$ cat config.mk
export PLATFORM = sky130hd
export DESIGN_NAME = rsa_modular_exponentiation_core
export DESIGN_NICKNAME = d
export VERILOG_FILES = /design/src/hw/rtl/rsa_me_pkg.sv /design/src/hw/rtl/rsa_me_ctrl.sv /design/src/hw/rtl/rsa_me_dp.sv /design/src/hw/rtl/rsa_modular_exponentiation_core.sv
export SDC_FILE = /design/constraint.sdc
export NUM_CORES = 2
export LEC_CHECK = 0
export BUFFER_PORTS_ARGS = -buffer_cell sky130_fd_sc_hd__buf_2
export CAP_MARGIN = 0
export CELL_PAD_IN_SITES_DETAIL_PLACEMENT = 0
export CELL_PAD_IN_SITES_GLOBAL_PLACEMENT = 1
export CORE_MARGIN = 2
export CORE_UTILIZATION = 36
export CTS_BUF_LIST = sky130_fd_sc_hd__clkbuf_4 sky130_fd_sc_hd__clkbuf_8 sky130_fd_sc_hd__clkbuf_16
export DETAILED_ROUTE_END_ITERATION = 8
export GPL_ROUTABILITY_DRIVEN = 0
export PLACE_DENSITY_LB_ADDON = 0.12
export RECOVER_POWER = 100
export SLEW_MARGIN = 0
export SYNTH_ARGS = -nofsm -noshare
export SYNTH_HDL_FRONTEND = slang
export SYNTH_HIERARCHICAL = 1
export SYNTH_SLANG_ARGS = --single-unit
$ cat constraint.sdc
create_clock -name clk -period 6.08 [get_ports clk]
set_input_delay 1.216 -clock clk [delete_from_list [all_inputs] [get_ports clk]]
set_output_delay 1.216 -clock clk [all_outputs]
set_load 0.05 [all_outputs]
$ cat src/hw/rtl/rsa_me_pkg.sv
// shared constants and controller/datapath interface types for the rsa exponentiation core
package rsa_me_pkg;

  localparam int DEF_WORD_BITS = 64;

  localparam int CFG_ADDR_W = 2;
  localparam logic [CFG_ADDR_W-1:0] REG_PUB_EXP  = 2'd0;
  localparam logic [CFG_ADDR_W-1:0] REG_PRIV_EXP = 2'd1;
  localparam logic [CFG_ADDR_W-1:0] REG_MODULUS  = 2'd2;

  localparam logic [63:0] RESET_PUB_EXP  = 64'd65537;
  localparam logic [63:0] RESET_PRIV_EXP = 64'd0;
  localparam logic [63:0] RESET_MODULUS  = 64'd2;

  typedef struct packed {
    logic load;
    logic red_step;
    logic red_done;
    logic mul_start;
    logic mul_sqr;
    logic mul_step;
    logic wr_acc;
    logic wr_base;
    logic out_load;
  } dp_cmd_t;

  typedef struct packed {
    logic ex_bit;
    logic n_small;
    logic out_free;
  } dp_status_t;

endpackage

$ cat src/hw/rtl/rsa_me_ctrl.sv
// sequencer for reduction, square-and-multiply and result hand-off
module rsa_me_ctrl #(
  parameter int WORD_BITS = rsa_me_pkg::DEF_WORD_BITS
) (
  input  logic                   clk,
  input  logic                   rst,
  input  logic                   start,
  input  rsa_me_pkg::dp_status_t status,
  output logic                   busy_n,
  output rsa_me_pkg::dp_cmd_t    cmd
);
  import rsa_me_pkg::*;

  localparam int CNT_W = $clog2(WORD_BITS);
  localparam logic [CNT_W-1:0] CNT_LAST = CNT_W'(WORD_BITS - 1);

  typedef enum logic [5:0] {
    S_IDLE = 6'b000001,
    S_RED  = 6'b000010,
    S_EXP  = 6'b000100,
    S_MACC = 6'b001000,
    S_MSQ  = 6'b010000,
    S_FIN  = 6'b100000
  } state_t;

  state_t           state, state_next;
  logic [CNT_W-1:0] step_cnt, step_cnt_next;
  logic [CNT_W-1:0] bit_cnt, bit_cnt_next;
  logic             cnt_last, bit_last;

  assign cnt_last = (step_cnt == CNT_LAST);
  assign bit_last = (bit_cnt == CNT_LAST);
  assign busy_n   = (state == S_IDLE);

  always_comb begin
    state_next    = state;
    step_cnt_next = step_cnt;
    bit_cnt_next  = bit_cnt;
    cmd           = '0;
    unique case (state)
      S_IDLE: begin
        if (start) begin
          cmd.load      = 1'b1;
          step_cnt_next = '0;
          bit_cnt_next  = '0;
          state_next    = status.n_small ? S_FIN : S_RED;
        end
      end
      S_RED: begin
        cmd.red_step  = 1'b1;
        step_cnt_next = step_cnt + 1'b1;
        if (cnt_last) begin
          cmd.red_done  = 1'b1;
          step_cnt_next = '0;
          state_next    = S_EXP;
        end
      end
      S_EXP: begin
        cmd.mul_start = 1'b1;
        cmd.mul_sqr   = !status.ex_bit;
        state_next    = status.ex_bit ? S_MACC : S_MSQ;
      end
      S_MACC: begin
        cmd.mul_step  = 1'b1;
        step_cnt_next = step_cnt + 1'b1;
        if (cnt_last) begin
          cmd.wr_acc    = 1'b1;
          cmd.mul_start = 1'b1;
          cmd.mul_sqr   = 1'b1;
          step_cnt_next = '0;
          state_next    = S_MSQ;
        end
      end
      S_MSQ: begin
        cmd.mul_step  = 1'b1;
        step_cnt_next = step_cnt + 1'b1;
        if (cnt_last) begin
          cmd.wr_base   = 1'b1;
          step_cnt_next = '0;
          bit_cnt_next  = bit_cnt + 1'b1;
          state_next    = bit_last ? S_FIN : S_EXP;
        end
      end
      S_FIN: begin
        if (status.out_free) begin
          cmd.out_load = 1'b1;
          state_next   = S_IDLE;
        end
      end
      default: begin
        state_next = S_IDLE;
      end
    endcase
  end

  always_ff @(posedge clk) begin
    if (rst) begin
      state    <= S_IDLE;
      step_cnt <= '0;
      bit_cnt  <= '0;
    end else begin
      state    <= state_next;
      step_cnt <= step_cnt_next;
      bit_cnt  <= bit_cnt_next;
    end
  end

  a_red_to_exp: assert property (@(posedge clk) disable iff (rst)
    (state == S_RED && cnt_last) |=> (state == S_EXP))
    else $error("reduction did not hand over to the exponent scan");

  a_last_bit_fin: assert property (@(posedge clk) disable iff (rst)
    (state == S_MSQ && cnt_last && bit_last) |=> (state == S_FIN))
    else $error("exponent scan did not end after the last bit");

  a_bit_cnt_hold: assert property (@(posedge clk) disable iff (rst)
    (state != S_IDLE && !(state == S_MSQ && cnt_last)) |=> $stable(bit_cnt))
    else $error("exponent bit counter moved outside a squaring end");

  a_idle_hold: assert property (@(posedge clk) disable iff (rst)
    (state == S_IDLE && !start) |=> (state == S_IDLE))
    else $error("controller left idle without a beat");

endmodule

$ cat src/hw/rtl/rsa_me_dp.sv
// datapath: input reduction, bit-serial modular multiplier, accumulator and base registers
module rsa_me_dp #(
  parameter int WORD_BITS = rsa_me_pkg::DEF_WORD_BITS
) (
  input  logic                 clk,
  input  rsa_me_pkg::dp_cmd_t  cmd,
  input  logic                 action,
  input  logic [WORD_BITS-1:0] message,
  input  logic [WORD_BITS-1:0] pub_exp,
  input  logic [WORD_BITS-1:0] priv_exp,
  input  logic [WORD_BITS-1:0] modulus,
  output logic                 ex_bit,
  output logic [WORD_BITS-1:0] acc_out
);
  import rsa_me_pkg::*;

  function automatic logic [WORD_BITS-1:0] add_mod(
    input logic [WORD_BITS-1:0] a,
    input logic [WORD_BITS-1:0] b,
    input logic [WORD_BITS-1:0] n
  );
    logic [WORD_BITS:0] s;
    s = {1'b0, a} + {1'b0, b};
    if (s >= {1'b0, n}) s = s - {1'b0, n};
    return s[WORD_BITS-1:0];
  endfunction

  logic [WORD_BITS-1:0] msg_sh, red, acc, base, ex;
  logic [WORD_BITS-1:0] mx, my, mp;
  logic [WORD_BITS:0]   red_wide;
  logic [WORD_BITS-1:0] red_next, mp_next, mx_next;

  // one quotient bit per cycle, remainder kept below the modulus
  always_comb begin
    red_wide = {red, msg_sh[WORD_BITS-1]};
    if (red_wide >= {1'b0, modulus}) red_wide = red_wide - {1'b0, modulus};
    red_next = red_wide[WORD_BITS-1:0];
  end

  assign mp_next = my[0] ? add_mod(mp, mx, modulus) : mp;
  assign mx_next = add_mod(mx, mx, modulus);

  assign ex_bit  = ex[0];
  assign acc_out = acc;

  always_ff @(posedge clk) begin
    if (cmd.load) begin
      msg_sh <= message;
      red    <= '0;
      acc    <= WORD_BITS'(1);
      ex     <= action ? priv_exp : pub_exp;
    end
    if (cmd.red_step) begin
      red    <= red_next;
      msg_sh <= {msg_sh[WORD_BITS-2:0], 1'b0};
    end
    if (cmd.red_done) base <= red_next;
    if (cmd.wr_acc) acc <= mp_next;
    if (cmd.wr_base) begin
      base <= mp_next;
      ex   <= {1'b0, ex[WORD_BITS-1:1]};
    end
    if (cmd.mul_start) begin
      mx <= cmd.mul_sqr ? base : acc;
      my <= base;
      mp <= '0;
    end else if (cmd.mul_step) begin
      mx <= mx_next;
      my <= {1'b0, my[WORD_BITS-1:1]};
      mp <= mp_next;
    end
  end

endmodule

$ cat src/hw/rtl/rsa_modular_exponentiation_core.sv
// top level: configuration registers, result register, controller and datapath
// sequence per beat: load, bit-serial input reduction, then for each exponent bit a multiply
//   into the accumulator when the bit is set and a squaring of the base, then result hand-off
// modulus below two skips the reduction and the scan and finishes with a zero result
// one beat in flight; the next beat is taken while a finished result waits on the output
// synchronous active-high reset restores exponents 65537 and 0, modulus 2, output empty
module rsa_modular_exponentiation_core #(
  parameter int WORD_BITS = rsa_me_pkg::DEF_WORD_BITS
) (
  input  logic                              clk,
  input  logic                              rst,
  input  logic                              in_valid,
  output logic                              in_ready,
  input  logic                              action,
  input  logic [WORD_BITS-1:0]              message,
  output logic                              out_valid,
  input  logic                              out_ready,
  output logic [WORD_BITS-1:0]              result,
  input  logic                              cfg_valid,
  output logic                              cfg_ready,
  input  logic [rsa_me_pkg::CFG_ADDR_W-1:0] cfg_addr,
  input  logic [WORD_BITS-1:0]              cfg_data
);
  import rsa_me_pkg::*;

  logic [WORD_BITS-1:0] pub_exp, priv_exp, modulus;
  logic [WORD_BITS-1:0] acc;
  logic                 ex_bit;
  dp_cmd_t              cmd;
  dp_status_t           status;

  assign cfg_ready = 1'b1;

  assign status.ex_bit   = ex_bit;
  assign status.n_small  = (modulus[WORD_BITS-1:1] == '0);
  assign status.out_free = !out_valid || out_ready;

  always_ff @(posedge clk) begin
    if (rst) begin
      pub_exp  <= WORD_BITS'(RESET_PUB_EXP);
      priv_exp <= WORD_BITS'(RESET_PRIV_EXP);
      modulus  <= WORD_BITS'(RESET_MODULUS);
    end else if (cfg_valid && cfg_ready) begin
      unique case (cfg_addr)
        REG_PUB_EXP:  pub_exp  <= cfg_data;
        REG_PRIV_EXP: priv_exp <= cfg_data;
        REG_MODULUS:  modulus  <= cfg_data;
        default: begin
        end
      endcase
    end
  end

  always_ff @(posedge clk) begin
    if (rst) begin
      out_valid <= 1'b0;
    end else if (cmd.out_load) begin
      out_valid <= 1'b1;
    end else if (out_ready) begin
      out_valid <= 1'b0;
    end
  end

  always_ff @(posedge clk) begin
    if (cmd.out_load) result <= status.n_small ? '0 : acc;
  end

  rsa_me_ctrl #(
    .WORD_BITS(WORD_BITS)
  ) u_ctrl (
    .clk    (clk),
    .rst    (rst),
    .start  (in_valid),
    .status (status),
    .busy_n (in_ready),
    .cmd    (cmd)
  );

  rsa_me_dp #(
    .WORD_BITS(WORD_BITS)
  ) u_dp (
    .clk      (clk),
    .cmd      (cmd),
    .action   (action),
    .message  (message),
    .pub_exp  (pub_exp),
    .priv_exp (priv_exp),
    .modulus  (modulus),
    .ex_bit   (ex_bit),
    .acc_out  (acc)
  );

  a_one_in_flight: assert property (@(posedge clk) disable iff (rst)
    (in_valid && in_ready) |=> !in_ready)
    else $error("second beat taken while one is in flight");

  a_load_when_free: assert property (@(posedge clk) disable iff (rst)
    cmd.out_load |-> (!out_valid || out_ready))
    else $error("result register overwritten before it was taken");

  a_load_sets_valid: assert property (@(posedge clk) disable iff (rst)
    cmd.out_load |=> out_valid)
    else $error("finished result not presented");

endmodule

# == Word level (Yosys, flattened, before mapping) ==
# Cells that the tools add are included.
# totals
regBits,787
# op_classes
addsub,7
magnitude_cmp,3
eq_ne,15
n_mux,47
reduce_logical,21
# op_table
op,count
2-to-1 mux 64 bit,18
>= comparator 65 x 64 -> 1 bit,3
subtractor 64 bit,3
adder 64 x 64 -> 65 bit,2
2-to-1 mux 63 bit,2
logical NOT 63 bit,1
2-to-1 mux 6 bit,10
one-hot mux 6 bit (6 select lines),1
one-hot mux 6 bit (2 select lines),2
"== test 6 bit, second input constant",3
nonzero test 2 bit,8
"adder 6 x 1 -> 6 bit, second input constant",2
2-to-1 mux 1 bit,10
AND reduction 2 bit,4
"== test 6 x 1 -> 1 bit, second input constant",1
"== test 6 x 2 -> 1 bit, second input constant",1
"== test 6 x 3 -> 1 bit, second input constant",1
"== test 6 x 4 -> 1 bit, second input constant",1
"== test 6 x 5 -> 1 bit, second input constant",1
"inequality test 2 x 1 -> 1 bit, second input constant",3
2-to-1 mux 5 bit,1
AND reduction 5 bit,1
2-to-1 mux 2 bit,2
"inequality test 2 bit, second input constant",2
9 further kinds,10

# == Longest topological paths before layout ==
# depth
depth_word,5
depth_mapped,26

# == Cells and area by module ==
# The synthesis kept the hierarchy.
# by_module_without_submodules
module,n_inst,cells_per_inst,area_each_um2,seq_area_each_um2
rsa_me_dp,1,4386,39655.5,14714.1
rsa_modular_exponentiation_core,1,1084,10182.3,5785.5
rsa_me_ctrl,1,138,1098.6,360.3

# == Worst setup path before layout ==
# No wires, ideal clock.
# synth_path
path_kind,flip-flop to flip-flop
start,reg u_dp.mx[14]
end,"reg u_dp.base[10], data pin"
setup_ps,279
arrival_time_ps,5173
slack_ps,628
path_stages_with_launch,27
path_buffers,4
period_less_slack_ps,5452
cell_sequence,edfxtp_1 -> ha_1 -> buf_2 -> nand4_2 -> nor2_2 -> nand3_1 -> a311o_1 -> a2111oi_2 -> o21ai_2 -> a211oi_2 -> nor2_1 -> xnor2_1 -> ha_1 -> clkbuf_1 -> and4_1 -> nor2b_1 -> and4_1 -> a21o_1 -> a211oi_1 -> o211ai_1 -> a31oi_4 -> buf_4 -> buf_4 -> mux2i_1 -> nor2_1 -> a21oi_1 -> mux2i_1
# synth_via
elab_chain_len,5
# synth_lines
item,line,text
start: declaration,rsa_me_dp.sv:29,"logic [WORD_BITS-1:0] mx, my, mp;"
start signal: assignment,rsa_me_dp.sv:64,mx <= cmd.mul_sqr ? base : acc;
start signal: assignment,rsa_me_dp.sv:68,mx <= mx_next;
adder 64 x 64 -> 65 bit,rsa_me_dp.sv:23,"s = {1'b0, a} + {1'b0, b};"
>= comparator 65 x 64 -> 1 bit,rsa_me_dp.sv:24,"if (s >= {1'b0, n}) s = s - {1'b0, n};"
2-to-1 mux 64 bit,rsa_me_dp.sv:24,
2-to-1 mux 64 bit,rsa_me_dp.sv:40,"assign mp_next = my[0] ? add_mod(mp, mx, modulus) : mp;"
2-to-1 mux 64 bit,rsa_me_dp.sv:59,if (cmd.wr_base) begin
end signal: assignment,rsa_me_dp.sv:57,if (cmd.red_done) base <= red_next;
end signal: assignment,rsa_me_dp.sv:60,base <= mp_next;
end: declaration,rsa_me_dp.sv:28,"logic [WORD_BITS-1:0] msg_sh, red, acc, base, ex;"
# Every way passes these cells.
# A chain may end at the register's enable or synchronous reset.

# == Worst setup path in the final report ==
# layout_path
start,reg u_dp.mx[4]
end,"reg u_dp.base[37], data pin"
# layout_via
elab_chain_len,5
# layout_lines
item,line
adder 64 x 64 -> 65 bit (*),rsa_me_dp.sv:23
subtractor 64 bit / >= comparator 65 x 64 -> 1 bit (equally long branches),rsa_me_dp.sv:24
2-to-1 mux 64 bit (*),rsa_me_dp.sv:24
2-to-1 mux 64 bit (*),rsa_me_dp.sv:40
2-to-1 mux 64 bit (*),rsa_me_dp.sv:59
# Mark *: on every way between the ends. The rest lies on a longest branch, timed or not.

==> run metrics <==
Syn Nets=6006; Setup crit end kind=flip-flop; IO Count=203; power per cell area=363 nW/um2; initial core utilization=0.361; worst slack, placed=-0.501 ns; Routed WL=191000 um; Finished Layout Cells=7969; drt drc=0; die height=380 um; Core Area=141000 um2; GRT Total Usage=0.255; hold path endpoint=priv_exp[32]; Worst Path Required=6.52 ns; run status=finished, violations left; Fin. Hold Viols=0; first-pass GRT wire length=281000 um; async set-reset flop share out of synthesis=0; Worst EP arrival=6.72 ns; sequential-to-total area share from yosys stat=0.410; CTS clk-pin slew, worst paths=0.06 ns; LEAKAGE=0.0226 uW; CTS tree=done; Num CTS Buffers=96; WP buf/inv=5; syn avg cell area=9.08 um2; gr ovfl total=0; Die W=380 um; fin worst setup slack=-0.191 ns; slowest stage delay, CP=0.51 ns; Pins Over Slew Limit=761; Tightest Pin Transition=3.66 ns; Synth Warn #=6; Clock Tree Root=clkbuf_16; FP Rows=138; Max Freq=159 MHz; H-tree levels=3; fraction of layout cells with a size suffix above 1=0.176; number of synthesized register bits=787; Tot Pwr=22000 uW; clock sink count=787; Post-Synthesis Cell Area=50900 um2; Worst Reg2Reg Path Length in Cells=26; Rel. slew slack=-1.44; DP Cell Count=7742; period utilization=1.03; Syn Inst Count=5608; register area=20900 um2; RSZ-0062 raised after global routing=yes; Cell Area, Placed=56000 um2; Worst Skew=0.0389 ns; Initial DRT Pass Iterations=6; initial antenna violation count=10; Crit path max-delay family=compound AO/OA/AOI/OAI gates; Layout area overhead=18.8%; # nets final=6393; DR WL/cell=24.0 um; post-DP HPWL=144000 um; worst skew pair latency=0.73 ns; IO buf count=201; unique cell type count in the Yosys netlist=105; hold_buf cts=0; vias in the first global route=42300; maxcap violations=16; hold path depth=2; r2r startpoint=u_dp/mx[4]; clk buf depth=3; maximum VDD drop=248 uV; die area=145000 um2; commonest non-fill, non-tap cell in the layout=nand2_1; Synth Flop Type=edfxtp_1; FILL cells=14200; Hold Startpoint=priv_exp[32]; Hold Crit Class=flip-flop to flip-flop; Setup Viol. Count Final=100; setup slack, reg-to-reg=-0.19 ns; Crit Path Category=flip-flop to flip-flop; via count=44700; ANT nets after route=0; 1st-iter DRT viols=3986; Post-synth EDFFs=510; worst reg2reg endpoint=u_dp/base[37]; CP max-delay cell=a311o_2; design area=60500 um2; Setup crit start kind=flip-flop; largest net degree at the start of global routing=120; Multi-input gate area=28300 um2; commonest cells after routing, fill and taps aside=725 x nand2_1, 621 x a21oi_1, 510 x edfxtp_1; post-DR vias/cell=5.61; Tmin final=6.27 ns; highest fanout seen on the critical path=8; failing checks=max-capacitance violations, max-slew violations, negative setup slack
-- worst register-to-register path, delay by kind of cell, from the launching register on --
family	cells	cell delay, ns
buffers and inverters	5	0.84
adders and majority gates	2	0.64
xor gates and xnor gates	1	0.16
muxes	2	0.62
DFF	1	0.43
and+or+nand+nor	5	0.85
AOI/OAI and AO/OA	11	2.46
-- layer usage --
| layer | vias to the layer above | part of all wire | track usage |
|---|---|---|---|
| met3 | 205 | 0.064 | 0.0348 |
| met4 | 2 | 0.022 | 0.0614 |
| met2 | 1420 | 0.42 | 0.370 |
| met5 | - | 0.000068 | 0 |
| li1 | 21300 | - | - |
| met1 | 21800 | 0.50 | 0.395 |
-- registers in the layout, indices dropped and copies added, names as in the netlist --
| name | flops |
|---|---|
| u_dp/base | 64 |
| u_ctrl/step_cnt | 6 |
| priv_exp | 64 |
| u_dp/my | 64 |
| u_dp/mp | 64 |
| u_dp/ex | 64 |
| u_dp/red | 64 |
| u_ctrl/state | 6 |
| u_dp/acc_out | 64 |
| out_valid | 1 |
| modulus | 64 |
| u_dp/msg_sh | 64 |
| result | 64 |
| pub_exp | 64 |
| u_dp/mx | 64 |
| u_ctrl/bit_cnt | 6 |
-- synthesized netlist by cell type, types with 34 or more instances --
cell type	instances	area share
nor3_1	63	0.0062
xor2_1	87	0.015
clkbuf_1	251	0.018
a31oi_1	57	0.0070
nand2b_1	40	0.0049
mux2_2	79	0.017
a22o_1	67	0.012
nor2_1	443	0.033
mux2i_1	237	0.047
nor4_1	39	0.0048
a211oi_1	125	0.018
a41oi_2	50	0.016
ha_1	258	0.063
nor2b_1	38	0.0047
nand4_1	95	0.012
edfxtp_1	510	0.30
o21bai_1	46	0.0068
inv_1	225	0.017
nand2_1	728	0.054
a21oi_1	652	0.064
and3_1	34	0.0042
xnor2_1	142	0.024
nand3_1	84	0.0083
o21ai_0	311	0.031
dfxtp_1	277	0.11
a21o_1	123	0.018
and2_1	39	0.0048
buf_2	91	0.0089
-- how the worst max path moves through the flow --
| stage | start | to | slack (ns) | depth (start not counted) |
|---|---|---|---|---|
| 2_1_floorplan | u_dp/mx[14] | u_dp/base[10] | 0.63 | 26 |
| 3_3_place_gp | u_dp/mx[0] | u_dp/base[42] | -0.43 | 27 |
| 3_5_place_dp | u_dp/mx[0] | u_dp/base[37] | -0.50 | 27 |
| 4_1_cts | u_dp/mx[4] | u_dp/base[27] | -0.11 | 25 |
| 5_1_grt | u_dp/mx[10] | u_dp/base[59] | -0.39 | 28 |
| 6_report | u_dp/mx[4] | u_dp/base[37] | -0.19 | 26 |
-- report_power, final --
group          total, uW  switching [uW]  internal [uW]
clock               6150            2440           3710
sequential          7120             352           6770
combinational       8710            5670           3040
-- final cells by class --
| class | instances | share of cell area |
|---|---|---|
| Clock inverter | 37 | 0.00775 |
| Antenna cell | 1 | 0.0000413 |
| Tap cell | 1890 | 0.0391 |
| Multi-Input combinational cell | 4209 | 0.467 |
| Clock buffer | 144 | 0.0488 |
| Timing Repair Buffer | 675 | 0.0783 |
| Inverter | 226 | 0.0141 |
| Sequential cell | 787 | 0.345 |
-- per-stage QoR --
stage	hold slack, ns	utilization	setup TNS (ns)
4_1_cts	0.454	0.425	-2.36
3_3_place_gp	0.441	0.397	-35.08
2_1_floorplan	0.436	-	0
3_5_place_dp	0.446	0.397	-45.85
5_1_grt	0.466	0.429	-40.96
6_report	0.453	0.429	-7.59
-- what timing repair did --
| action | CTS | global route |
|---|---|---|
| pin swaps | 14 | 38 |
| setup buffers | 18 | 24 |
| gates cloned | 0 | 5 |
| endpoints found under the setup margin | 180 | 184 |
| gates resized for setup | 95 | 172 |
-- kinds of logic after synthesis --
group / after synthesis / synth area share
adder cells (fa/ha/maj): 262 / 0.0649
other: 1 / 0.0000736
XOR/XNOR: 230 / 0.0397
AND/OR/NAND/NOR: 1692 / 0.150
buffers and inverters: 612 / 0.0522
multiplexers: 316 / 0.0640
AO/OA/AOI/OAI: 1708 / 0.220
flip-flops: 787 / 0.410
Power figures use the tool's default switching activity.
